$ cat src/hw/rtl/gshbtb_pkg.sv
// ----------------------------------------------------------------------------
// Gshare predictor package
// Shared widths, codes and structures for the gshare predictor and its BTB.
// ----------------------------------------------------------------------------
`timescale 1ns / 1ps
`default_nettype none

package gshbtb_pkg;

   // Sizes of the history, the counter table and the target buffer.
   localparam int HISTORY_BITS   = 8;
   localparam int BTB_INDEX_BITS = 10;
   localparam int PHT_DEPTH      = 1 << HISTORY_BITS;
   localparam int BTB_DEPTH      = 1 << BTB_INDEX_BITS;
   localparam int PC_WIDTH       = 64;
   localparam int CTR_WIDTH      = 2;

   // Counter thresholds and the sequential fetch step.
   localparam logic [CTR_WIDTH-1:0] CTR_MAX       = 2'd3;
   localparam logic [CTR_WIDTH-1:0] CTR_MIN       = 2'd0;
   localparam logic [CTR_WIDTH-1:0] CTR_TAKEN_MIN = 2'd2;
   localparam logic [PC_WIDTH-1:0]  PC_STEP       = 64'd4;

   // Request operation codes.
   typedef enum logic {
      OP_PREDICT = 1'b0,
      OP_UPDATE  = 1'b1
   } op_type;

   // One target buffer entry.
   typedef struct packed {
      logic                valid;
      logic                cond;
      logic [PC_WIDTH-1:0] tag;
      logic [PC_WIDTH-1:0] target;
   } btb_entry_type;

   // Write port of the counter table.
   typedef struct packed {
      logic                    en;
      logic [HISTORY_BITS-1:0] idx;
      logic [CTR_WIDTH-1:0]    ctr;
   } pht_wr_type;

   // Write port of the target buffer.
   typedef struct packed {
      logic                      en;
      logic [BTB_INDEX_BITS-1:0] idx;
      btb_entry_type             entry;
   } btb_wr_type;

endpackage

`default_nettype wire

$ cat src/hw/rtl/gshbtb_pht.sv
// ----------------------------------------------------------------------------
// Gshare counter table
// Two-bit counter memory with per-entry written bits and write forwarding.
// ----------------------------------------------------------------------------
`timescale 1ns / 1ps
`default_nettype none

module gshbtb_pht (
   input  wire logic                                 clock,
   input  wire logic                                 reset,
   input  wire logic                                 rd_en,
   input  wire logic [gshbtb_pkg::HISTORY_BITS-1:0]  rd_idx,
   input  wire gshbtb_pkg::pht_wr_type               wr,
   output logic      [gshbtb_pkg::CTR_WIDTH-1:0]     rd_ctr
);
   import gshbtb_pkg::*;

   logic [CTR_WIDTH-1:0] mem [PHT_DEPTH];
   logic [PHT_DEPTH-1:0] written_ff;
   logic [CTR_WIDTH-1:0] rd_ff;
   logic                 rd_written_ff;
   logic                 fwd_hit_ff;
   logic [CTR_WIDTH-1:0] fwd_ctr_ff;

   // An entry never written reads as zero, which is its reset value.
   always_ff @(posedge clock) begin
      if (reset) begin
         written_ff <= '0;
      end else if (wr.en) begin
         written_ff[wr.idx] <= 1'b1;
      end
   end

   // Memory array with registered read. A write at the same edge as the
   // read is captured so that the reader sees the newest value.
   always_ff @(posedge clock) begin
      if (wr.en) begin
         mem[wr.idx] <= wr.ctr;
      end
      if (rd_en) begin
         rd_ff         <= mem[rd_idx];
         rd_written_ff <= written_ff[rd_idx];
         fwd_hit_ff    <= wr.en && (wr.idx == rd_idx);
         fwd_ctr_ff    <= wr.ctr;
      end
   end

   // Select the forwarded, stored or reset value.
   always_comb begin
      if (fwd_hit_ff) begin
         rd_ctr = fwd_ctr_ff;
      end else if (rd_written_ff) begin
         rd_ctr = rd_ff;
      end else begin
         rd_ctr = CTR_MIN;
      end
   end

endmodule

`default_nettype wire

$ cat config.mk
export PLATFORM = sky130hd
export DESIGN_NAME = gshbtb_pht
export DESIGN_NICKNAME = d
export VERILOG_FILES = /design/src/hw/rtl/gshbtb_pkg.sv /design/src/hw/rtl/gshbtb_pht.sv
export SDC_FILE = /design/constraint.sdc
export NUM_CORES = 1
export LEC_CHECK = 0
export BUFFER_PORTS_ARGS = -buffer_cell sky130_fd_sc_hd__buf_2
export CORE_MARGIN = 2
export CORE_UTILIZATION = 40
export CTS_BUF_LIST = sky130_fd_sc_hd__clkbuf_4
export DETAILED_ROUTE_END_ITERATION = 6
export PLACE_DENSITY = 0.57
export SLEW_MARGIN = 15
export SYNTH_ARGS = -nofsm -noshare
export SYNTH_HDL_FRONTEND = slang
export SYNTH_SLANG_ARGS = --single-unit
export TNS_END_PERCENT = 100
$ cat constraint.sdc
create_clock -name clock -period 2.6 [get_ports clock]
set_input_delay 0.13 -clock clock [delete_from_list [all_inputs] [get_ports clock]]
set_output_delay 0.13 -clock clock [all_outputs]
set_load 0.05 [all_outputs]
==> key figures <==
Routing
  – DR vias/cell: 5.32
  – WL final: 81200 um
  – Post-route ant nets: 0
  – Wire per inst: 22.4 um
  – Drt pass-1 iters: 5
  – Via count: 19300
  – DRC Markers: 0
  – DRT iter0 DRCs: 1646

Yosys
  – Mapped Nets: 2183
  – Async set-or-reset flop fraction in the synthesized netlist: 0
  – Synth Instances: 2161
  – Synth Register Bits: 774
  – Post-synthesis sequential area ratio: 0.673
  – EDFF count, synth: 518
  – Synth cell types: 50
  – Mapped Avg Cell Area: 14.2 um^2
  – Most used flip-flop cell after synthesis: edfxtp_1
  – Cell area after synthesis: 0.0307 mm^2
  – Synth warn: 0

Power
  – Sw frac: 0.226
  – Int Pwr: 20000 uW
  – Clock power frac: 0.436
  – Sequential share of power: 0.510
  – Power, Total: 25800 uW
  – Max VDD drop: 0.000390 V
  – Sw Pwr: 5840 uW
  – Comb pwr share: 0.055
  – Pwr dens: 718 mW/mm^2
  – Pleak: 0.0122 uW

CTS
  – CTS tree: built
  – # H-tree levels: 4
  – Clock transition at path regs: 70 ps
  – CTS Buf Count: 198
  – Clk Latency, worst-skew pair: 1020 ps
  – Root buf cell: clkbuf_4
  – Max Root-Sink Buffers: 3
  – Clk sink count: 774

Floorplan
  – Die ar.: 0.0791 mm^2
  – Io pins: 24
  – Starting density of the core: 0.405
  – Die W: 281 um
  – Row count: 101
  – Core box area: 0.0759 mm^2
  – Die Y: 281 um

GRT
  – Most crowded layer after global routing: met2
  – Met1 Use GR: 0.280
  – Largest net degree at the start of global routing: 150
  – GRT overflow: 0
  – Grt met2 use: 0.335
  – Initial antenna violation count: 4
  – Routing usage on met3: 0.0481
  – Vias in the first global route: 19800
  – First-pass GRT wire length: 122000 um
  – Tot GR Track Use: 0.210

STA
  – Hold WS: 117 ps
  – Final Hold Fails: 0
  – Setup-failing EPs final: 0
  – Post-layout min period: 2420 ps
  – Max_slew headroom: 0.337
  – Achievable frequency: 413 MHz
  – Pins over their slew limit: 0
  – Fin Clk Skew: 51.2 ps
  – Actual slew at the worst max-slew pin: 992 ps
  – RSZ-0062 raised after global routing: no
  – Tcrit/Tclk final: 0.931

Placed design
  – DPL Wire Length: 52800 um
  – GPL Wtd Cong: 0.828
  – Placed Area: 0.0329 mm^2
  – Port-buffer cells: 23

Critical path
  – WP data arrival: 3200 ps
  – R2R depth: 7
  – Max FO, Critical Path: 2
  – R2r setup slk: 180 ps
  – CP Launch Type: flop
  – Worst r2r src: written_ff[70]
  – Worst R2R End: rd_written_ff
  – Critical setup path kind: flop to flop
  – Worst endpoint required time: 3380 ps
  – CP Capture Type: flop

Job
  – Maxcap violations: 0

Min path
  – Hold path depth: 2
  – WHS Endpoint: mem[132][0]
  – Worst Hold Class: primary input to flop
  – Min-delay src: wr[0]

Cells and area
  – Commonest non-fill, non-tap cell in the layout: nor2_1
  – Final nets: 2436
  – Fillers: 6683
  – Share of cells above drive strength 1: 0.283
  – Area Growth Syn to Fin: 16.9%
  – Most frequent cells in the layout: nor2_1, edfxtp_1, clkbuf_4, dfxtp_1, mux4_2
  – Design area: 0.0359 mm^2

Status
  – Outcome: complete, no violations
-- per-stage QoR --
stage | setup WS (ps) | TNS, ps | util | std cells
after floorplan | 378 | 0 | - | 2161
after global placement | -524 | -825 | 0.433 | 3219
after detailed placement | -218 | -501 | 0.433 | 3219
after CTS | 132 | 0 | 0.473 | 3615
after global routing | 37.4 | 0 | 0.473 | 3621
final | 180 | 0 | 0.473 | 3623
-- per-layer routing --
metal,vias to the layer above,routed length (um),share of wire
li1,8610,-,-
met1,9798,34700,0.43
met2,723,38600,0.47
met3,154,5930,0.073
met4,4,2020,0.025
met5,-,28,0.00034
-- synth_stat cells (all sizes together) (6+ instances only) --
cell	instances	area [um^2]
a22o	6	52.6
o21ba	28	280
mux2	7	78.8
nor4	7	43.8
nor2	738	2770
nor2b	16	100
o22ai	6	37.5
edfxtp	518	15600
mux2i	38	380
clkbuf	91	342
dfxtp	256	5120
nand2b	9	56.3
o21ai	9	45.0
a21oi	16	80.1
nand2	33	124
buf	52	390
o221ai	18	158
mux4	189	4300
nor3	11	55.1
nand3	26	130
a22oi	27	203
nand4	10	62.6
-- flip-flops by register name, summed over array words and instances, names as in the netlist --
| name | flops |
|---|---|
| rd_ff | 2 |
| written_ff | 256 |
| fwd_hit_ff | 1 |
| mem | 512 |
| fwd_ctr_ff | 2 |
| rd_written_ff | 1 |
-- layout make-up --
class | instances | area, um^2 | area share
flip-flops and latches | 774 | 20700 | 0.575
multi-input cells | 1240 | 9310 | 0.259
clock buffers | 328 | 2460 | 0.0685
repair buffers | 196 | 1820 | 0.0506
well taps | 1030 | 1290 | 0.0359
clock inverters | 43 | 347 | 0.00964
diodes | 8 | 20.0 | 0.000557
inverters | 4 | 15.0 | 0.000418
-- worst max-delay path, stage by stage, from the launching register on --
cell and delay (ps):
dfxtp_1 320, mux4_2 470, nor2b_1 150, a2111oi_1 430, buf_4 200, a2111oi_1 100
a22o_1 330, a21o_1 180
-- power by group through the flow --
stage               clock network, uW  logic (uW)  registers [uW]
floorplan                           0         752           13400
global placement                    0        1370           13400
detailed placement                  0        1380           13400
CTS                             11500        1410           13200
global route                    12200        1490           13100
finish                          11200        1410           13200
-- what timing repair did --
action | in CTS | in global routing
setup endpoints to repair | 0 | 1
resized for setup | 0 | 1
setup buffers | 0 | 0
endpoints found under the hold margin | 1122 | 0
hold buffers | 25 | 0
-- worst max-delay path by stage --
| stage | slack [ps] | end | from |
|---|---|---|---|
| 6_report | 180 | rd_written_ff | written_ff[70] |
| 5_1_grt | 40 | rd_written_ff | written_ff[78] |
| 4_1_cts | 130 | rd_written_ff | written_ff[70] |
| 3_5_place_dp | -220 | rd_written_ff | rd_idx[2] |
| 3_3_place_gp | -520 | rd_written_ff | rd_idx[2] |
| 2_1_floorplan | 380 | rd_ff[0] | rd_idx[0] |
-- logic make-up (layout without fill, tap and decap cells) --
logic type      Yosys count  after routing  synth area share
simple gates            867            867             0.112
other cells               0              8                 0
compound gates          131            131            0.0333
xor+xnor                  8              8           0.00228
mux                     234            234             0.155
flops                   774            774             0.673
buf+inv                 147            571            0.0243
Note: power is estimated with default switching activity, not from simulation.
