[src/hw/rtl/gshbtb_pkg.sv]
// ----------------------------------------------------------------------------
// Gshare predictor package
// Shared widths, codes and structures for the gshare predictor and its BTB.
// ----------------------------------------------------------------------------
`timescale 1ns / 1ps
`default_nettype none

package gshbtb_pkg;

   // Sizes of the history, the counter table and the target buffer.
   localparam int HISTORY_BITS   = 8;
   localparam int BTB_INDEX_BITS = 10;
   localparam int PHT_DEPTH      = 1 << HISTORY_BITS;
   localparam int BTB_DEPTH      = 1 << BTB_INDEX_BITS;
   localparam int PC_WIDTH       = 64;
   localparam int CTR_WIDTH      = 2;

   // Counter thresholds and the sequential fetch step.
   localparam logic [CTR_WIDTH-1:0] CTR_MAX       = 2'd3;
   localparam logic [CTR_WIDTH-1:0] CTR_MIN       = 2'd0;
   localparam logic [CTR_WIDTH-1:0] CTR_TAKEN_MIN = 2'd2;
   localparam logic [PC_WIDTH-1:0]  PC_STEP       = 64'd4;

   // Request operation codes.
   typedef enum logic {
      OP_PREDICT = 1'b0,
      OP_UPDATE  = 1'b1
   } op_type;

   // One target buffer entry.
   typedef struct packed {
      logic                valid;
      logic                cond;
      logic [PC_WIDTH-1:0] tag;
      logic [PC_WIDTH-1:0] target;
   } btb_entry_type;

   // Write port of the counter table.
   typedef struct packed {
      logic                    en;
      logic [HISTORY_BITS-1:0] idx;
      logic [CTR_WIDTH-1:0]    ctr;
   } pht_wr_type;

   // Write port of the target buffer.
   typedef struct packed {
      logic                      en;
      logic [BTB_INDEX_BITS-1:0] idx;
      btb_entry_type             entry;
   } btb_wr_type;

endpackage

`default_nettype wire

[src/hw/rtl/gshbtb_top_stub.sv]
// ----------------------------------------------------------------------------
// Gshare history register
// Global branch history, shifted by each resolved conditional branch.
// ----------------------------------------------------------------------------
`timescale 1ns / 1ps
`default_nettype none

module gshbtb_top_stub (
   input  wire logic                                clock,
   input  wire logic                                reset,
   input  wire logic [gshbtb_pkg::HISTORY_BITS-1:0] hist_in,
   output logic      [gshbtb_pkg::HISTORY_BITS-1:0] hist_ff
);
   import gshbtb_pkg::*;

   // History register, cleared at reset.
   always_ff @(posedge clock) begin
      if (reset) begin
         hist_ff <= '0;
      end else begin
         hist_ff <= hist_in;
      end
   end

endmodule

`default_nettype wire

[config.mk]
export PLATFORM = sky130hd
export DESIGN_NAME = gshbtb_top_stub
export DESIGN_NICKNAME = d
export VERILOG_FILES = /design/src/hw/rtl/gshbtb_pkg.sv /design/src/hw/rtl/gshbtb_top_stub.sv
export SDC_FILE = /design/constraint.sdc
export NUM_CORES = 1
export LEC_CHECK = 0
export ABC_AREA = 1
export BUFFER_PORTS_ARGS = -buffer_cell sky130_fd_sc_hd__buf_2
export CAP_MARGIN = 20
export CELL_PAD_IN_SITES_DETAIL_PLACEMENT = 1
export CELL_PAD_IN_SITES_GLOBAL_PLACEMENT = 2
export CORE_AREA = 2 2 39 41
export CTS_CLUSTER_SIZE = 14
export DETAILED_ROUTE_END_ITERATION = 16
export DIE_AREA = 0 0 41 43
export PLACE_DENSITY = 0.67
export SYNTH_ARGS = -nofsm -noshare
export SYNTH_HDL_FRONTEND = slang
export SYNTH_SLANG_ARGS = --single-unit
[constraint.sdc]
create_clock -name clock -period 0.87 [get_ports clock]
set_input_delay 0.174 -clock clock [delete_from_list [all_inputs] [get_ports clock]]
set_output_delay 0.174 -clock clock [all_outputs]
set_load 0.02 [all_outputs]
==> impl_metrics.tcl, run 1 <==
set metrics [dict create \
    design.final.nets 56 \
    hpwl_um 389 \
    largest_reg_flops 8 \
    setup_viol 0 \
    min_path_type "in -> reg" \
    dp_slack_ps 254 \
    fin_crit_sh_pct 98.6 \
    p_comb_share_pct 13.6 \
    ir_drop_v 0.000846 \
    status "finished clean" \
    cts_tree "yes" \
    cts_sinks 8 \
    port-buffer-count 17 \
    cp_num_buf_inv 1 \
    vias 218 \
    fin_crit_ps 858 \
    hold_depth 3 \
    cp.arrival_ps 680 \
    cts_buffers 3 \
    grt_pass1_vias 217 \
    clockBufferDepth 2 \
    antenna_found_initial 0 \
    syn2layout_area_growth_pct 76.2 \
    grtUsageTotal_pct 7.66 \
    die_x_um 41 \
    overflow 0 \
    grt_setup_unrepaired "yes" \
    syn_inst 25 \
    place.gp.congestion 0.545 \
    critical_path.cell_chain "buf_6" \
    die_area_mm2 0.00176 \
    internal_power_uw 604 \
    worst_ep_required_time_ps 700 \
    fin_ws_ps 12.1 \
    via_per_inst 3.63 \
    rows 14 \
    antenna_cells 0 \
    startpoint "hist_ff[0]" \
    fmax_mhz 1170 \
    worst_pin_slew_ps 152 \
    p_clk_share_pct 35.2 \
    max_stage_delay_ps 320 \
    p_per_area_mw_per_mm2 1910 \
    drive_gt1_share_pct 63.6 \
    cts-htree-levels 1 \
    largest_register "hist_ff" \
    p_seq_share_pct 51.2 \
    routed_wl_um 501 \
    crit_type "reg -> out" \
    start_util_pct 16.7 \
    avgSynthCellArea_um2 9.26 \
    ys_seq_area_share_pct 69.2 \
    ys_types 4 \
    yosys_warnings 0 \
    drv_slew 0 \
    drtIter0Drc 1 \
    p_switching_uw 176 \
    root_buffer "clkbuf_4" \
    cpMaxStageDelayCell "dfxtp_2" \
    maxCapViolations 0 \
    cp_max_fo 1 \
    drc 0 \
    final_antenna_net_count 0 \
    whs_ps 121 \
    fp.dieH_um 43 \
    relSlewSlack_pct 89.9 \
    cts.reportedPaths.clkPinSlew_ps 50 \
    cp-end-kind "primary output" \
    p_sw_share_pct 22.5 \
    routedWlPerCell_um 8.35 \
    top_regs "hist_ff (8)" \
    crit_cells 1 \
    io_pins 18 \
    finalHoldViolCount 0 \
    core_area_mm2 0.00138 \
    grt_pass1_wl_um 841 \
    p_leak_uw 0.000225 \
    syn_area_um2 231 \
    critPathLaunchType "register" \
    critical_path.top_delay_family "flip-flops" \
    drtPass1Iterations 2 \
    syn_nets 35 \
    ys_ff_latch 8 \
    crit_end "hist_ff[0]" \
    grt_max_degree 9 \
]
cells by family after synthesis:
kind of cell  synth area share (%)
flops                         69.2
buf+inv                       17.8
simple gates                  13.0
area by class of cell:
type | count | area, µm²
Clock buffer | 3 | 22.5
Fill cell | 168 | 976
Inverter | 8 | 30.0
Multi-Input combinational cell | 8 | 30.0
Sequential cell | 8 | 170
Tap cell | 16 | 20.0
Timing Repair Buffer | 17 | 135
repair_timing:
action | CTS | global route
resized for setup | 15 | 9
buffers inserted | 0 | 0
hold endpoints to repair | 0 | 0
hold buffers | 0 | 0
setup endpoints to repair | 8 | 8
how the worst min path moves through the flow:
stage                     startpoint         end
final                     hist_in[7]  hist_ff[7]
after detailed placement  hist_in[5]  hist_ff[5]
after global placement    hist_in[1]  hist_ff[1]
after floorplan           hist_in[0]  hist_ff[0]
after global routing      hist_in[5]  hist_ff[5]
after CTS                 hist_in[4]  hist_ff[4]
through the flow:
| step | instances | setup TNS (ps) | util [%] | cell area [µm²] | total power [µW] |
|---|---|---|---|---|---|
| 5_1_grt | 60 | -87.1 | 29.5 | 408 | 830 |
| 6_report | 60 | 0 | 29.5 | 408 | 780 |
| 3_3_place_gp | 57 | 0 | 23.5 | 325 | 482 |
| 4_1_cts | 60 | 0 | 27.9 | 387 | 786 |
| 2_1_floorplan | 25 | 0 | - | 231 | 446 |
| 3_5_place_dp | 57 | 0 | 23.5 | 325 | 483 |
layer usage:
metal	GRT usage [%]	vias up	part of all wire (%)
met5	0	-	0
met4	2.00	0	0
met3	9.95	0	24
met2	10.9	19	45
met1	6.19	95	31
li1	-	104	-
power groups by stage:
stage               clock (µW)  combinational (µW)  sequential, µW
floorplan                    0                21.7             425
finish                     275                 106             399
detailed placement           0                85.6             398
global route               311                 118             401
CTS                        289                 102             395
global placement             0                84.6             398
cell usage after synthesis:
| cell type | instances | area [µm²] |
|---|---|---|
| buf_6 | 1 | 11.3 |
| inv_1 | 8 | 30.0 |
| dfxtp_1 | 8 | 160 |
| nor2_1 | 8 | 30.0 |
placed cells by master (no fill, tap or decap):
master / n
nor2_1: 8
buf_6: 8
clkbuf_4: 3
inv_1: 8
buf_2: 9
dfxtp_2: 8
(Power assumes the default switching activity.)
==> run 2: changes to the inputs <==
--- a/config.mk
+++ b/config.mk
@@ -5,16 +5,14 @@
 export SDC_FILE = /design/constraint.sdc
 export NUM_CORES = 1
 export LEC_CHECK = 0
-export ABC_AREA = 1
 export BUFFER_PORTS_ARGS = -buffer_cell sky130_fd_sc_hd__buf_2
 export CAP_MARGIN = 20
 export CELL_PAD_IN_SITES_DETAIL_PLACEMENT = 1
 export CELL_PAD_IN_SITES_GLOBAL_PLACEMENT = 2
 export CORE_AREA = 2 2 39 41
-export CTS_CLUSTER_SIZE = 14
 export DETAILED_ROUTE_END_ITERATION = 16
 export DIE_AREA = 0 0 41 43
-export PLACE_DENSITY = 0.67
+export PLACE_DENSITY = 0.6
 export SYNTH_ARGS = -nofsm -noshare
 export SYNTH_HDL_FRONTEND = slang
 export SYNTH_SLANG_ARGS = --single-unit
==> run 2 against run 1 <==
Against the previous run: die area did not move; largest cell class unchanged; global-route usage is 0.69 points lower; maximum frequency barely moved; clock-buffer cell count is the same; setup slack about the same; first-iteration DRC count is 100% lower.
==> impl_metrics.tcl, run 2 <==
set metrics [dict create \
    p_leak_uw 0.000184 \
    antenna_found_initial 0 \
    start_util_pct 15.2 \
    multiInputGateArea_um2 50.0 \
    cp_num_buf_inv 1 \
    p_per_area_mw_per_mm2 1940 \
    whs_ps 138 \
    critical_path.cell_chain "buf_6" \
    vias 177 \
    critPathLaunchType "register" \
    total_power_uw 772 \
    cts_tree "yes" \
    synthSimpleGateAreaFrac_pct 23.8 \
    drc 0 \
    routedWlPerCell_um 9.85 \
    via_per_inst 3.40 \
    fin_crit_sh_pct 98.6 \
    synth_compound_area_share_pct 0 \
    cpMaxStageDelayCell "dfxtp_2" \
    overflow 0 \
    ys_seq_area_share_pct 76.2 \
    grt_max_degree 9 \
    place_area_um2 315 \
    grtUsageTotal_pct 6.97 \
    final_common_cell "buf_2" \
    yosys_warnings 0 \
    io_pins 18 \
    cts_sinks 8 \
    largest_register "hist_ff" \
    critical_path.top_delay_family "flip-flops" \
    yosys.area_share.xor_xnor_pct 0 \
    grt_pass1_vias 178 \
    drv_slew 0 \
    avgSynthCellArea_um2 13.1 \
    die_area_mm2 0.00176 \
    cp_max_fo 1 \
    drtPass1Iterations 1 \
    syn2layout_area_growth_pct 89.3 \
    final_cell_mix "buf_2 (9), nor2b_1 (8), dfxtp_2 (8), buf_6 (8), clkbuf_4 (3)" \
    cp-end-kind "primary output" \
    fin_ws_ps 12.0 \
    place.gp.congestion 0.580 \
    routed_wl_um 512 \
    cts.reportedPaths.clkPinSlew_ps 50 \
    ys.flop_type "dfxtp_1" \
    grt_pass1_wl_um 717 \
    ys_types 2 \
    synth_common_cells "dfxtp_1 (8), nor2b_1 (8)" \
    fmax_mhz 1170 \
    worst_ep_required_time_ps 700 \
    final_antenna_net_count 0 \
    synth_top_family_by_area "simple AND/OR/NAND/NOR gates" \
    dp.cells 49 \
    rows 14 \
    fp.dieH_um 43 \
    design.final.nets 48 \
    core_area_mm2 0.00138 \
    cp.arrival_ps 680 \
    crit_cells 1 \
    max_stage_delay_ps 320 \
    status "finished clean" \
    final_cells 52 \
    syn_area_um2 210 \
    grt_setup_unrepaired "yes" \
    top_regs "hist_ff (8)" \
    relSlewSlack_pct 90.3 \
    die_x_um 41 \
    cts_buffers 3 \
    cts-htree-levels 1 \
    syn_nets 26 \
    cts_hold_buf 0 \
    dp_slack_ps 253 \
    root_buffer "clkbuf_4" \
    clockBufferDepth 2 \
    synth_fa_ha_area_share_pct 0 \
    regArea_um2 170 \
    largest_reg_flops 8 \
    syn_inst 16 \
    fillers 161 \
    synth_area_leaders "dfxtp_1 (76%), nor2b_1 (24%)" \
    synth_top_area_cell "dfxtp_1" \
    synth_top_area_share_pct 76.2 \
    worst_pin_slew_ps 145 \
    maxCapViolations 0 \
    ys_async_sr_fraction_pct 0 \
    setup_viol 0 \
    finalInstanceArea_um2 398 \
    drive_gt1_share_pct 77.8 \
    port-buffer-count 17 \
    synthMuxAreaShare_pct 0 \
    antenna_cells 0 \
    crit_type "reg -> out" \
    hold_depth 2 \
    min_path_type "in -> reg" \
    ir_drop_v 0.000747 \
    ys_ff_latch 8 \
    drtIter0Drc 0 \
    finalHoldViolCount 0 \
    fin_crit_ps 858 \
    synth-edff-count 0 \
]
-- run 2: power by group --
| part | leakage, µW | internal, µW | switching (µW) |
|---|---|---|---|
| clock network | 0.0000138 | 157 | 112 |
| registers | 0.0000688 | 391 | 9.14 |
| logic | 0.000102 | 58.7 | 44.4 |
| total | 0.000184 | 606 | 165 |
-- run 2: cell families after synthesis --
group and Yosys count:
and+or+nand+nor 8, DFF 8
-- run 2: stage by stage --
stage / util [%] / setup TNS, ps
floorplan: - / 0
global route: 28.8 / -71.9
finish: 28.8 / 0
CTS: 28.6 / 0
global placement: 22.8 / 0
detailed placement: 22.8 / 0
-- run 2: layout make-up --
class	instances	area share, %
timing repair buffer	17	34.0
multi-input combinational	8	12.6
tap	16	5.03
sequential	8	42.8
clock buffer	3	5.66
-- run 2: routing by layer --
layer	track usage (%)	routed length [µm]	vias up
met5	0	0	-
li1	-	-	90
met2	7.81	213	17
met3	5.24	86	0
met4	6.00	0	0
met1	8.20	212	70
-- run 2: timing repair --
action / 4_1_cts / 5_1_grt
setup buffers: 0 / 0
gates resized for setup: 22 / 2
setup endpoints to repair: 8 / 8
gates cloned: 0 / 0
-- run 2: worst paths after layout --
| check | start | to |
|---|---|---|
| worst max-delay path | hist_ff[2] | hist_ff[2] |
| worst min-delay path | hist_in[3] | hist_ff[3] |
