===== src/hw/rtl/gshbtb_pkg.sv =====
// ----------------------------------------------------------------------------
// Gshare predictor package
// Shared widths, codes and structures for the gshare predictor and its BTB.
// ----------------------------------------------------------------------------
`timescale 1ns / 1ps
`default_nettype none

package gshbtb_pkg;

   // Sizes of the history, the counter table and the target buffer.
   localparam int HISTORY_BITS   = 8;
   localparam int BTB_INDEX_BITS = 10;
   localparam int PHT_DEPTH      = 1 << HISTORY_BITS;
   localparam int BTB_DEPTH      = 1 << BTB_INDEX_BITS;
   localparam int PC_WIDTH       = 64;
   localparam int CTR_WIDTH      = 2;

   // Counter thresholds and the sequential fetch step.
   localparam logic [CTR_WIDTH-1:0] CTR_MAX       = 2'd3;
   localparam logic [CTR_WIDTH-1:0] CTR_MIN       = 2'd0;
   localparam logic [CTR_WIDTH-1:0] CTR_TAKEN_MIN = 2'd2;
   localparam logic [PC_WIDTH-1:0]  PC_STEP       = 64'd4;

   // Request operation codes.
   typedef enum logic {
      OP_PREDICT = 1'b0,
      OP_UPDATE  = 1'b1
   } op_type;

   // One target buffer entry.
   typedef struct packed {
      logic                valid;
      logic                cond;
      logic [PC_WIDTH-1:0] tag;
      logic [PC_WIDTH-1:0] target;
   } btb_entry_type;

   // Write port of the counter table.
   typedef struct packed {
      logic                    en;
      logic [HISTORY_BITS-1:0] idx;
      logic [CTR_WIDTH-1:0]    ctr;
   } pht_wr_type;

   // Write port of the target buffer.
   typedef struct packed {
      logic                      en;
      logic [BTB_INDEX_BITS-1:0] idx;
      btb_entry_type             entry;
   } btb_wr_type;

endpackage

`default_nettype wire


===== src/hw/rtl/gshbtb_core.sv =====
// ----------------------------------------------------------------------------
// Gshare predictor datapath
// Forms the prediction and the training writes for the item in flight.
// ----------------------------------------------------------------------------
`timescale 1ns / 1ps
`default_nettype none

module gshbtb_core (
   input  wire logic                                 is_update,
   input  wire logic                                 cond,
   input  wire logic                                 taken,
   input  wire logic [gshbtb_pkg::PC_WIDTH-1:0]      pc,
   input  wire logic [gshbtb_pkg::PC_WIDTH-1:0]      target,
   input  wire logic [gshbtb_pkg::HISTORY_BITS-1:0]  hidx,
   input  wire logic [gshbtb_pkg::HISTORY_BITS-1:0]  hist,
   input  wire logic                                 advance,
   input  wire logic [gshbtb_pkg::CTR_WIDTH-1:0]     ctr,
   input  wire gshbtb_pkg::btb_entry_type            entry,
   output logic      [gshbtb_pkg::PC_WIDTH-1:0]      next_pc,
   output logic                                      miss,
   output logic      [gshbtb_pkg::HISTORY_BITS-1:0]  hist_next,
   output gshbtb_pkg::pht_wr_type                    pht_wr,
   output gshbtb_pkg::btb_wr_type                    btb_wr
);
   import gshbtb_pkg::*;

   logic                 hit;
   logic                 train;
   logic [CTR_WIDTH-1:0] ctr_new;

   assign hit   = entry.valid && (entry.tag == pc);
   assign train = advance && is_update && cond;

   // Prediction: stored target on a hit that is unconditional or leans taken.
   always_comb begin
      miss = !hit;
      if (hit && ((ctr >= CTR_TAKEN_MIN) || !entry.cond)) begin
         next_pc = entry.target;
      end else begin
         next_pc = pc + PC_STEP;
      end
   end

   // Saturating counter step for a resolved conditional branch.
   always_comb begin
      ctr_new = ctr;
      if (taken && (ctr != CTR_MAX)) begin
         ctr_new = ctr + 1'b1;
      end else if (!taken && (ctr != CTR_MIN)) begin
         ctr_new = ctr - 1'b1;
      end
   end

   // Training writes and the shifted history.
   always_comb begin
      hist_next  = train ? {hist[HISTORY_BITS-2:0], taken} : hist;
      pht_wr.en  = train;
      pht_wr.idx = hidx;
      pht_wr.ctr = ctr_new;

      btb_wr.en           = advance && is_update;
      btb_wr.idx          = pc[BTB_INDEX_BITS+1:2];
      btb_wr.entry.valid  = 1'b1;
      btb_wr.entry.cond   = hit ? entry.cond : cond;
      btb_wr.entry.tag    = pc;
      btb_wr.entry.target = target;
   end

endmodule

`default_nettype wire


===== config.mk =====
export PLATFORM = sky130hd
export DESIGN_NAME = gshbtb_core
export DESIGN_NICKNAME = d
export VERILOG_FILES = /design/src/hw/rtl/gshbtb_pkg.sv /design/src/hw/rtl/gshbtb_core.sv
export SDC_FILE = /design/constraint.sdc
export NUM_CORES = 1
export LEC_CHECK = 0
export ABC_AREA = 1
export BUFFER_PORTS_ARGS = -buffer_cell sky130_fd_sc_hd__buf_2
export CAP_MARGIN = 20
export CORE_AREA = 5 5 193 195
export DETAILED_ROUTE_END_ITERATION = 12
export DIE_AREA = 0 0 198 200
export PLACE_DENSITY = 0.46
export SYNTH_ARGS = -nofsm -noshare
export SYNTH_HDL_FRONTEND = slang
export SYNTH_SLANG_ARGS = --single-unit

===== constraint.sdc =====
create_clock -name vclk -period 1.7
set_input_delay 0.085 -clock vclk [all_inputs]
set_output_delay 0.085 -clock vclk [all_outputs]
set_load 0.01 [all_outputs]

==> results of run 1 <==
## cells in the final DEF, fill, tap and decap left out, types with 5 or more instances in the layout
master	Yosys	layout
sky130_fd_sc_hd__inv_4	0	14
sky130_fd_sc_hd__buf_6	9	77
sky130_fd_sc_hd__nand2_1	524	347
sky130_fd_sc_hd__nand2_4	0	45
sky130_fd_sc_hd__nand4_1	95	95
sky130_fd_sc_hd__xnor2_2	0	6
sky130_fd_sc_hd__nor2_2	6	44
sky130_fd_sc_hd__nor2_1	152	97
sky130_fd_sc_hd__nor3_2	8	19
sky130_fd_sc_hd__nand3_2	2	5
sky130_fd_sc_hd__nand3_1	45	40
sky130_fd_sc_hd__nor2_4	5	22
sky130_fd_sc_hd__xor2_2	0	14
sky130_fd_sc_hd__nor3_1	23	9
sky130_fd_sc_hd__clkbuf_16	0	5
sky130_fd_sc_hd__buf_12	0	20
sky130_fd_sc_hd__and2_4	0	5
sky130_fd_sc_hd__inv_1	147	104
sky130_fd_sc_hd__buf_4	149	275
sky130_fd_sc_hd__buf_8	0	10
sky130_fd_sc_hd__inv_2	20	49
sky130_fd_sc_hd__nand2_2	2	132
sky130_fd_sc_hd__xor2_1	45	30
sky130_fd_sc_hd__buf_2	8	266
## cells by family after synthesis
| family | Yosys count | share of synthesized area, % |
|---|---|---|
| xor gates and xnor gates | 58 | 8.02 |
| and+or+nand+nor | 876 | 59.9 |
| adders and majority gates | 4 | 0.790 |
| other | 1 | 0.0592 |
| buffers and inverters | 348 | 30.7 |
| AOI/OAI and AO/OA | 7 | 0.553 |
## metrics by stage
stage                     hold slack [ns]  utilization (%)  TNS (ns)  power (W)
after floorplan                     0.262                -         0    0.00105
after global placement              0.170             26.9    -19.09    0.00199
after detailed placement            0.170             26.9    -18.89    0.00200
after CTS                           0.170             29.5     -4.55    0.00217
after global routing                0.170             34.0    -13.39    0.00273
final                               0.170             34.0     -6.85    0.00253
## per-layer routing
metal / share of wire, % / wire length (um) / vias to the layer above / track usage, %
met5: 0.049 / 22 / - / 0
li1: - / - / 4817 / -
met4: 3.5 / 1570 / 4 / 6.48
met1: 43 / 19300 / 4397 / 26.7
met2: 48 / 21700 / 375 / 35.9
met3: 5.7 / 2590 / 74 / 2.32
## power by group
group,internal (W),switching [W],total [W]
combinational,0.00117,0.00136,0.00253
clock,0.000000000158,0,0.000000000158
sequential,0,0,0
## timing repair
| action | CTS | global route |
|---|---|---|
| setup buffers | 18 | 13 |
| gates resized for setup | 213 | 390 |
| setup endpoints to repair | 66 | 66 |
| endpoints found under the hold margin | 0 | 0 |
| pin swaps | 37 | 120 |
| gates cloned | 4 | 5 |
## layout make-up
cell class / instances / area (um^2)
Fill cell: 3973 / 23200
Inverter: 170 / 673
Antenna cell: 2 / 5.00
Multi-Input combinational cell: 946 / 5710
Timing Repair Buffer: 656 / 5020
Tap cell: 461 / 577
## how the worst max path moves through the flow
| stage | to | slack, ns | cells past startpoint |
|---|---|---|---|
| after floorplan | next_pc[60] | 0.32 | 12 |
| after global placement | next_pc[14] | -0.39 | 14 |
| after detailed placement | next_pc[13] | -0.38 | 14 |
| after CTS | next_pc[56] | -0.13 | 17 |
| after global routing | next_pc[46] | -0.29 | 16 |
| final | next_pc[38] | -0.17 | 16 |
## worst max-delay path, cell delays in order
cell,delay (ns)
sky130_fd_sc_hd__buf_2,0.14
sky130_fd_sc_hd__inv_2,0.07
sky130_fd_sc_hd__nand2_1,0.07
sky130_fd_sc_hd__nand2_2,0.07
sky130_fd_sc_hd__buf_6,0.11
sky130_fd_sc_hd__nand2_1,0.06
sky130_fd_sc_hd__nor2_2,0.13
sky130_fd_sc_hd__nand2_1,0.07
sky130_fd_sc_hd__nor2_1,0.10
sky130_fd_sc_hd__nand2_1,0.09
sky130_fd_sc_hd__nor2_4,0.15
sky130_fd_sc_hd__buf_12,0.18
sky130_fd_sc_hd__clkbuf_16,0.16
sky130_fd_sc_hd__nand4_1,0.07
sky130_fd_sc_hd__nand2_1,0.07
sky130_fd_sc_hd__buf_2,0.12
==> metrics.txt, run 1 <==
# TYPE chip_impl_metric gauge
chip_impl_metric{name="postRouteWirelength",unit="um"} 45200
chip_impl_metric{name="critical_path_required",unit="ns"} 1.62
chip_impl_metric{name="max_freq",unit="MHz"} 536
chip_impl_metric{name="preCtsSetupSlack",unit="ns"} -0.383
chip_impl_info{name="yosysTopAreaCell",value="sky130_fd_sc_hd__nand2_1"} 1
chip_impl_metric{name="hold_viol_final",unit=""} 0
chip_impl_metric{name="power-per-cell-area",unit="nW/um^2"} 211
chip_impl_info{name="synth_top_cells_by_count",value="sky130_fd_sc_hd__nand2_1, sky130_fd_sc_hd__nor2_1, sky130_fd_sc_hd__buf_4"} 1
chip_impl_metric{name="die-width",unit="um"} 198
chip_impl_metric{name="register_area",unit="um^2"} 0
chip_impl_metric{name="ant_nets",unit=""} 0
chip_impl_metric{name="mapped_cell_area",unit="um^2"} 6330
chip_impl_metric{name="post_route_cells_drive_above_1_share",unit="%"} 58.0
chip_impl_metric{name="grt.overflow.total",unit=""} 0
chip_impl_metric{name="design.seq.count",unit=""} 0
chip_impl_metric{name="row_count",unit=""} 69
chip_impl_metric{name="synth.yosys.seq_area_share",unit="%"} 0
chip_impl_metric{name="post_dp_cell_area",unit="um^2"} 9470
chip_impl_metric{name="detailedPlacementHpwl",unit="um"} 38800
chip_impl_info{name="grt_setup_unrepaired",value="true"} 1
chip_impl_metric{name="drtIter0Drc",unit=""} 449
chip_impl_metric{name="syn2layout_area_growth",unit="%"} 89.3
chip_impl_info{name="synth_area_leaders",value="sky130_fd_sc_hd__nand2_1, sky130_fd_sc_hd__buf_4, sky130_fd_sc_hd__nand4_1"} 1
chip_impl_info{name="violations_in_the_final_reports",value="negative setup slack"} 1
chip_impl_metric{name="first_pass_grt_wire_length",unit="um"} 60500
chip_impl_metric{name="drv_slew",unit=""} 0
chip_impl_info{name="holdPathEnd",value="btb_wr[21]"} 1
chip_impl_metric{name="final_area",unit="um^2"} 12000
chip_impl_metric{name="cts_hold_buffers_added",unit=""} 0
chip_impl_metric{name="setup_slack",unit="ns"} -0.166
chip_impl_metric{name="timing.final.setup_violations",unit=""} 66
chip_impl_metric{name="placedCellCount",unit=""} 2194
chip_impl_metric{name="power.static_leakage",unit="nW"} 6.38
chip_impl_metric{name="floorplan.io_pins",unit=""} 505
chip_impl_metric{name="number_of_antenna_violations_at_the_first_check_in_global_routing",unit=""} 4
chip_impl_metric{name="routabilityCongestion",unit=""} 0.979
chip_impl_info{name="critical_path_class",value="in -> out"} 1
chip_impl_metric{name="clock_buffer_count",unit=""} 0
chip_impl_info{name="run_status",value="finished with violations"} 1
chip_impl_info{name="worstSetupEndpointType",value="output port"} 1
chip_impl_metric{name="synth.distinct_cells",unit=""} 28
chip_impl_metric{name="gr_usage_total",unit="%"} 20.6
chip_impl_metric{name="yosys_warnings",unit=""} 0
chip_impl_metric{name="drt-pass1-iter-count",unit=""} 5
chip_impl_metric{name="routed_wl_per_cell",unit="um"} 20.2
chip_impl_metric{name="worst_ep_arrival_time",unit="ns"} 1.78
chip_impl_metric{name="buffer_ports.inserted",unit=""} 360
chip_impl_metric{name="post-route-period-util",unit="%"} 110
chip_impl_metric{name="synth.net_count",unit=""} 1578
chip_impl_info{name="synth.most_common_cell",value="sky130_fd_sc_hd__nand2_1"} 1
chip_impl_metric{name="final-instance-count-excl-fill",unit=""} 2235
chip_impl_metric{name="ir_worst_vdd",unit="mV"} 0.0929
chip_impl_info{name="worst_setup_path_startpoint",value="pc[60]"} 1
chip_impl_metric{name="initial_util",unit="%"} 18.0
chip_impl_metric{name="die-area",unit="um^2"} 39600
chip_impl_info{name="startpoint_type",value="input pin"} 1
chip_impl_metric{name="grt_max_degree",unit=""} 65
chip_impl_metric{name="drc_errors",unit=""} 0
chip_impl_metric{name="cap_viol_max_count",unit=""} 0
chip_impl_metric{name="vert_die_dim",unit="um"} 200
chip_impl_info{name="hold_path.class",value="in -> out"} 1
chip_impl_metric{name="area_of_the_core_region",unit="um^2"} 35200
chip_impl_metric{name="viasPerCell",unit=""} 4.33
chip_impl_metric{name="minimum_clock_period",unit="ns"} 1.87
chip_impl_metric{name="total_vias_in_the_final_route",unit=""} 9667
chip_impl_metric{name="post_synthesis_cells",unit=""} 1294
chip_impl_metric{name="num-nets-final",unit=""} 2058
chip_impl_metric{name="crit_fanout",unit=""} 9
chip_impl_metric{name="via_count_of_the_first_global_routing_pass",unit=""} 9433
chip_impl_metric{name="hold_path_depth",unit=""} 0
chip_impl_metric{name="avgSynthCellArea",unit="um^2"} 4.89
chip_impl_info{name="timing.hold.worst.start",value="target[21]"} 1
chip_impl_metric{name="synth_largest_type_area_fraction",unit="%"} 31.1
Note: power is estimated with default switching activity, not from simulation.
==> inputs of run 2 (changes only) <==
--- a/config.mk
+++ b/config.mk
@@ -12,5 +12,7 @@
 export DETAILED_ROUTE_END_ITERATION = 12
 export DIE_AREA = 0 0 198 200
+export MAX_ROUTING_LAYER = met4
 export PLACE_DENSITY = 0.46
+export SKIP_LAST_GASP = 1
 export SYNTH_ARGS = -nofsm -noshare
 export SYNTH_HDL_FRONTEND = slang
==> constraint.sdc (replaced) <==
create_clock -name vclk -period 1.7
set_input_delay 0.085 -clock vclk [all_inputs]
set_output_delay 0.085 -clock vclk [all_outputs]
set_load 0.1 [all_outputs]
==> run 2 against run 1 <==
Net effect:
- the run still ends with negative setup slack left
- setup slack lost 0.11 ns
- critical path depth fell by 1
- worst hold slack is essentially flat
- cell area rose by 5.6%
- sequential cell count did not move
- die area is the same
- power up 64%
==> metrics.txt, run 2 (synthesis results as in run 1) <==
# TYPE chip_impl_metric gauge
chip_impl_info{name="run_status",value="finished with violations"} 1
chip_impl_info{name="violations_in_the_final_reports",value="negative setup slack"} 1
chip_impl_metric{name="register_area",unit="um^2"} 0
chip_impl_metric{name="pin_slew_with_the_least_headroom_to_its_limit",unit="ns"} 0.577
chip_impl_metric{name="p_switching",unit="W"} 0.00281
chip_impl_metric{name="power-per-cell-area",unit="nW/um^2"} 328
chip_impl_metric{name="row_count",unit=""} 69
chip_impl_metric{name="area_of_the_core_region",unit="um^2"} 35200
chip_impl_metric{name="detailedPlacementHpwl",unit="um"} 39000
chip_impl_metric{name="die-area",unit="um^2"} 39600
chip_impl_metric{name="critical_path_required",unit="ns"} 1.62
chip_impl_metric{name="power.switching_fraction",unit="%"} 67.7
chip_impl_metric{name="sequentialPowerShare",unit="%"} 0
chip_impl_metric{name="power.static_leakage",unit="nW"} 6.57
chip_impl_metric{name="total_vias_in_the_final_route",unit=""} 9696
chip_impl_info{name="grt_setup_unrepaired",value="true"} 1
chip_impl_metric{name="final.setup.tns",unit="ns"} -13.90
chip_impl_metric{name="crit_fanout",unit=""} 8
chip_impl_metric{name="grt_max_degree",unit=""} 34
chip_impl_metric{name="maxSlewHeadroom",unit="%"} 61.4
chip_impl_metric{name="design.seq.count",unit=""} 0
chip_impl_metric{name="drt-pass1-iter-count",unit=""} 7
chip_impl_metric{name="drv_slew",unit=""} 0
chip_impl_metric{name="cap_viol_max_count",unit=""} 0
chip_impl_metric{name="ant_nets",unit=""} 0
chip_impl_metric{name="floorplan.io_pins",unit=""} 505
chip_impl_metric{name="power_frac_comb",unit="%"} 100.0
chip_impl_metric{name="number_of_antenna_violations_at_the_first_check_in_global_routing",unit=""} 2
chip_impl_info{name="most_frequent_cells_in_the_layout",value="sky130_fd_sc_hd__nand2_1, sky130_fd_sc_hd__buf_4, sky130_fd_sc_hd__buf_2"} 1
chip_impl_info{name="layout_commonest_cell",value="sky130_fd_sc_hd__nand2_1"} 1
chip_impl_metric{name="hold_viol_final",unit=""} 0
chip_impl_metric{name="setup_slack",unit="ns"} -0.278
chip_impl_metric{name="routed_wl_per_cell",unit="um"} 20.6
chip_impl_metric{name="timing.final.setup_violations",unit=""} 66
chip_impl_metric{name="cts_hold_buffers_added",unit=""} 0
chip_impl_info{name="startpoint_type",value="input pin"} 1
chip_impl_metric{name="num-fill-cells",unit=""} 3917
chip_impl_metric{name="hold-worst-slack",unit="ns"} 0.170
chip_impl_metric{name="gr_usage_total",unit="%"} 21.8
chip_impl_metric{name="post-route-period-util",unit="%"} 116
chip_impl_metric{name="die-width",unit="um"} 198
chip_impl_info{name="hold_path.class",value="in -> out"} 1
chip_impl_metric{name="num-nets-final",unit=""} 2041
chip_impl_metric{name="first_pass_grt_wire_length",unit="um"} 62200
chip_impl_metric{name="ir_worst_vdd",unit="mV"} 0.220
chip_impl_metric{name="syn2layout_area_growth",unit="%"} 99.8
chip_impl_metric{name="drc_errors",unit=""} 0
chip_impl_metric{name="max_freq",unit="MHz"} 506
chip_impl_info{name="worstSetupEndpointType",value="output port"} 1
chip_impl_metric{name="drtIter0Drc",unit=""} 584
chip_impl_metric{name="worst_ep_arrival_time",unit="ns"} 1.89
chip_impl_metric{name="minimum_clock_period",unit="ns"} 1.98
chip_impl_metric{name="viasPerCell",unit=""} 4.37
chip_impl_metric{name="clock_buffer_count",unit=""} 0
chip_impl_metric{name="grt.overflow.total",unit=""} 0
chip_impl_metric{name="buffer_ports.inserted",unit=""} 360
chip_impl_metric{name="initial_util",unit="%"} 18.0
chip_impl_metric{name="clock_power_share",unit="%"} 0
chip_impl_metric{name="routabilityCongestion",unit=""} 0.940
chip_impl_metric{name="post_route_cells_drive_above_1_share",unit="%"} 55.9
chip_impl_metric{name="postRouteWirelength",unit="um"} 45700
chip_impl_metric{name="vert_die_dim",unit="um"} 200
chip_impl_metric{name="via_count_of_the_first_global_routing_pass",unit=""} 9399
chip_impl_info{name="critical_path_class",value="in -> out"} 1
chip_impl_metric{name="internal_power",unit="W"} 0.00134
==> run 2: critical path: stages <==
cell	delay [ns]
sky130_fd_sc_hd__buf_8	0.10
sky130_fd_sc_hd__xnor2_2	0.13
sky130_fd_sc_hd__buf_4	0.16
sky130_fd_sc_hd__buf_6	0.11
sky130_fd_sc_hd__nand2_4	0.04
sky130_fd_sc_hd__nor2_4	0.08
sky130_fd_sc_hd__nand2_1	0.06
sky130_fd_sc_hd__nor2_1	0.10
sky130_fd_sc_hd__nand2_1	0.10
sky130_fd_sc_hd__nor2_4	0.14
sky130_fd_sc_hd__buf_6	0.16
sky130_fd_sc_hd__buf_12	0.14
sky130_fd_sc_hd__nand4_1	0.16
sky130_fd_sc_hd__nand2_2	0.13
sky130_fd_sc_hd__buf_12	0.17
==> run 2: final cells by class <==
type                       count  area, um^2  area share (%)
inverter                     170         657            5.19
multi-input combinational    946        5750            45.5
tap                          461         577            4.56
antenna                        2        5.00          0.0396
timing repair buffer         639        5660            44.7
==> run 2: per-stage QoR <==
| step | instance area (um^2) | setup WS [ns] | util [%] | std cells | total power, W |
|---|---|---|---|---|---|
| after floorplan | 6560 | 0.0195 | - | 1294 | 0.00312 |
| after global placement | 10600 | -0.561 | 30.0 | 2182 | 0.00376 |
| after detailed placement | 10600 | -0.540 | 30.0 | 2182 | 0.00376 |
| after CTS | 12100 | -0.278 | 34.3 | 2214 | 0.00401 |
| after global routing | 12700 | -0.395 | 35.9 | 2218 | 0.00434 |
| final | 12700 | -0.278 | 35.9 | 2218 | 0.00415 |
==> run 2: repair_timing <==
item / 4_1_cts / 5_1_grt
gates cloned: 11 / 2
buffers inserted: 23 / 4
pin swaps: 65 / 65
setup endpoints to repair: 66 / 66
gates resized for setup: 299 / 151
==> run 2: power by group through the flow <==
stage | clock network (W) | logic (W) | registers, W
after global routing | 0.000000000157 | 0.00434 | 0
after CTS | 0 | 0.00401 | 0
after global placement | 0 | 0.00376 | 0
after detailed placement | 0 | 0.00376 | 0
after floorplan | 0 | 0.00312 | 0
final | 0.000000000157 | 0.00415 | 0
==> run 2: layer usage <==
metal	wire length [um]	vias to the layer above	global-route usage, %	share of wire (%)
met5	0	-	-	0
met4	771	0	2.96	1.7
met1	19600	4476	27.8	43
li1	-	4787	-	-
met3	2730	56	2.33	6.0
met2	22600	377	38.5	49
==> run 2: worst paths after layout <==
path	cells after the start	startpoint	to	slack (ns)
min	0	target[48]	btb_wr[48]	0.17
max	15	entry[127]	next_pc[24]	-0.28
==> inputs of run 3 (changes only) <==
Settings changed: CORE_AREA 5 5 193 195 to 5 5 191 193, DIE_AREA 0 0 198 200 to 0 0 196 198, PLACE_DENSITY 0.46 to 0.47.
Clock period 1.7 ns to 2.2 ns, I/O delays scaled along.
==> run 3 against run 2 <==
Net effect:
- the run now ends clean
- combinational power is 35% lower
- worst hold slack improved by 0.050 ns
- first-iteration DRC count decreased by 18%
- non-clock buffer count fell by 159
- critical path depth rose by 1
- critical path type unchanged
- highest routed layer unchanged
==> metrics.txt, run 3 (synthesis results as in run 1) <==
# TYPE chip_impl_metric gauge
chip_impl_metric{name="total_vias_in_the_final_route",unit=""} 8960
chip_impl_metric{name="die-width",unit="um"} 196
chip_impl_metric{name="post-route-period-util",unit="%"} 97.1
chip_impl_metric{name="clock_buffer_count",unit=""} 0
chip_impl_metric{name="minimum_clock_period",unit="ns"} 2.14
chip_impl_metric{name="gr_usage_total",unit="%"} 20.6
chip_impl_metric{name="max_freq",unit="MHz"} 468
chip_impl_metric{name="syn2layout_area_growth",unit="%"} 52.7
chip_impl_metric{name="hold_viol_final",unit=""} 0
chip_impl_metric{name="cts_hold_buffers_added",unit=""} 0
chip_impl_metric{name="crit_fanout",unit=""} 12
chip_impl_info{name="layout_commonest_cell",value="sky130_fd_sc_hd__nand2_1"} 1
chip_impl_metric{name="routed_wl_per_cell",unit="um"} 20.8
chip_impl_metric{name="pin_slew_with_the_least_headroom_to_its_limit",unit="ns"} 0.597
chip_impl_metric{name="worst_ep_arrival_time",unit="ns"} 2.03
chip_impl_info{name="grt_setup_unrepaired",value="true"} 1
chip_impl_metric{name="power-per-cell-area",unit="nW/um^2"} 279
chip_impl_info{name="run_status",value="finished, final reports clean"} 1
chip_impl_metric{name="initial_util",unit="%"} 18.4
chip_impl_metric{name="die-area",unit="um^2"} 38800
chip_impl_metric{name="area_of_the_core_region",unit="um^2"} 34400
chip_impl_info{name="startpoint_type",value="input pin"} 1
chip_impl_metric{name="placedCellCount",unit=""} 2039
chip_impl_metric{name="report.power.total",unit="W"} 0.00270
chip_impl_metric{name="power.static_leakage",unit="nW"} 5.40
chip_impl_info{name="critical_path_class",value="in -> out"} 1
chip_impl_metric{name="final-instance-count-excl-fill",unit=""} 2065
chip_impl_metric{name="cap_viol_max_count",unit=""} 0
chip_impl_info{name="worst_setup_path_startpoint",value="pc[10]"} 1
chip_impl_metric{name="drc_errors",unit=""} 0
chip_impl_metric{name="timing.final.setup_violations",unit=""} 0
chip_impl_metric{name="ir_worst_vdd",unit="mV"} 0.164
chip_impl_info{name="most_frequent_cells_in_the_layout",value="sky130_fd_sc_hd__nand2_1, sky130_fd_sc_hd__buf_2, sky130_fd_sc_hd__inv_1"} 1
chip_impl_metric{name="num-nets-final",unit=""} 1882
chip_impl_metric{name="viasPerCell",unit=""} 4.34
chip_impl_metric{name="design.seq.count",unit=""} 0
chip_impl_metric{name="postRouteWirelength",unit="um"} 43000
chip_impl_metric{name="row_count",unit=""} 68
chip_impl_metric{name="routabilityCongestion",unit=""} 0.996
chip_impl_metric{name="post_route_cells_drive_above_1_share",unit="%"} 35.8
chip_impl_info{name="worstSetupEndpointType",value="output port"} 1
chip_impl_metric{name="grt_max_degree",unit=""} 65
chip_impl_metric{name="critical_path_required",unit="ns"} 2.09
chip_impl_metric{name="buffer_ports.inserted",unit=""} 360
chip_impl_metric{name="final_util",unit="%"} 28.1
chip_impl_metric{name="hold-worst-slack",unit="ns"} 0.220
chip_impl_metric{name="drt-pass1-iter-count",unit=""} 5
chip_impl_metric{name="detailedPlacementHpwl",unit="um"} 37800
chip_impl_metric{name="drtIter0Drc",unit=""} 476
chip_impl_info{name="hold_path.class",value="in -> out"} 1
chip_impl_metric{name="vert_die_dim",unit="um"} 198
chip_impl_metric{name="floorplan.io_pins",unit=""} 505
chip_impl_metric{name="first_pass_grt_wire_length",unit="um"} 57800
chip_impl_metric{name="via_count_of_the_first_global_routing_pass",unit=""} 8966
chip_impl_metric{name="number_of_antenna_violations_at_the_first_check_in_global_routing",unit=""} 13
chip_impl_metric{name="register_area",unit="um^2"} 0
chip_impl_metric{name="drv_slew",unit=""} 0
chip_impl_metric{name="maxSlewHeadroom",unit="%"} 60.5
chip_impl_metric{name="ant_nets",unit=""} 0
chip_impl_info{name="timing.hold.worst.start",value="target[2]"} 1
chip_impl_metric{name="grt.overflow.total",unit=""} 0
[run 3: cell count changes in the layout (fill, tap and decap cells not counted), moves of 12 or more]
cell	delta
sky130_fd_sc_hd__nand2_1	+163
sky130_fd_sc_hd__buf_4	-156
sky130_fd_sc_hd__nand2_2	-103
sky130_fd_sc_hd__nand2_4	-53
sky130_fd_sc_hd__buf_2	+52
sky130_fd_sc_hd__buf_6	-37
sky130_fd_sc_hd__nor2_1	+30
sky130_fd_sc_hd__inv_1	+25
sky130_fd_sc_hd__inv_2	-20
sky130_fd_sc_hd__nor2_2	-17
sky130_fd_sc_hd__nor2_4	-13
sky130_fd_sc_hd__diode_2	+12
[run 3: metal layers]
| layer | GRT usage (%) | wire length (um) | vias up |
|---|---|---|---|
| li1 | - | - | 4486 |
| met3 | 4.12 | 3230 | 77 |
| met5 | - | 0 | - |
| met4 | 7.01 | 1680 | 0 |
| met1 | 25.2 | 18200 | 4014 |
| met2 | 34.2 | 19900 | 383 |
[run 3: through the flow]
stage                     TNS, ns  instance area [um^2]  worst slack, ns
after floorplan            -0.440                  6340           -0.440
after global placement      -1.62                  9220           -0.257
after detailed placement   -0.969                  9220           -0.230
after CTS                       0                  9280           0.0112
after global routing      -0.0694                  9670          -0.0396
final                           0                  9670           0.0645
[run 3: power by group]
group | internal (W) | switching, W | leakage, nW | total [W]
sequential | 0 | 0 | 0 | 0
clock | 0.000000000852 | 0 | 0.0000887 | 0.000000000852
combinational | 0.000724 | 0.00198 | 5.40 | 0.00270
total | 0.000724 | 0.00198 | 5.40 | 0.00270
[run 3: path summary, 6_finish.rpt]
| path | cells after the start | endpoint | slack [ns] |
|---|---|---|---|
| setup / recovery | 16 | next_pc[50] | 0.06 |
| hold / removal | 0 | btb_wr[2] | 0.22 |
[run 3: repair_timing]
| item | CTS | global route |
|---|---|---|
| pin swaps | 1 | 11 |
| resized for setup | 7 | 54 |
| setup endpoints to repair | 17 | 57 |
| cloned | 0 | 6 |
| setup buffers | 2 | 4 |
[run 3: final cells by class]
type,count,area [um^2]
Antenna cell,14,35.0
Fill cell,4022,24700
Inverter,170,638
Multi-Input combinational cell,946,4560
Tap cell,455,569
Timing Repair Buffer,480,3870
[run 3: worst max-delay path, cell delays in order]
cell and delay, ns:
sky130_fd_sc_hd__buf_2 0.15, sky130_fd_sc_hd__buf_4 0.17, sky130_fd_sc_hd__nor2_1 0.10, sky130_fd_sc_hd__nor2_1 0.05, sky130_fd_sc_hd__nor2_1 0.09, sky130_fd_sc_hd__nand2_1 0.05
sky130_fd_sc_hd__nor2_1 0.12, sky130_fd_sc_hd__nand2_1 0.12, sky130_fd_sc_hd__nor2_2 0.17, sky130_fd_sc_hd__nand4_1 0.11, sky130_fd_sc_hd__buf_6 0.17, sky130_fd_sc_hd__buf_12 0.14
sky130_fd_sc_hd__buf_12 0.13, sky130_fd_sc_hd__nand2_1 0.07, sky130_fd_sc_hd__nand2_1 0.09, sky130_fd_sc_hd__buf_12 0.18
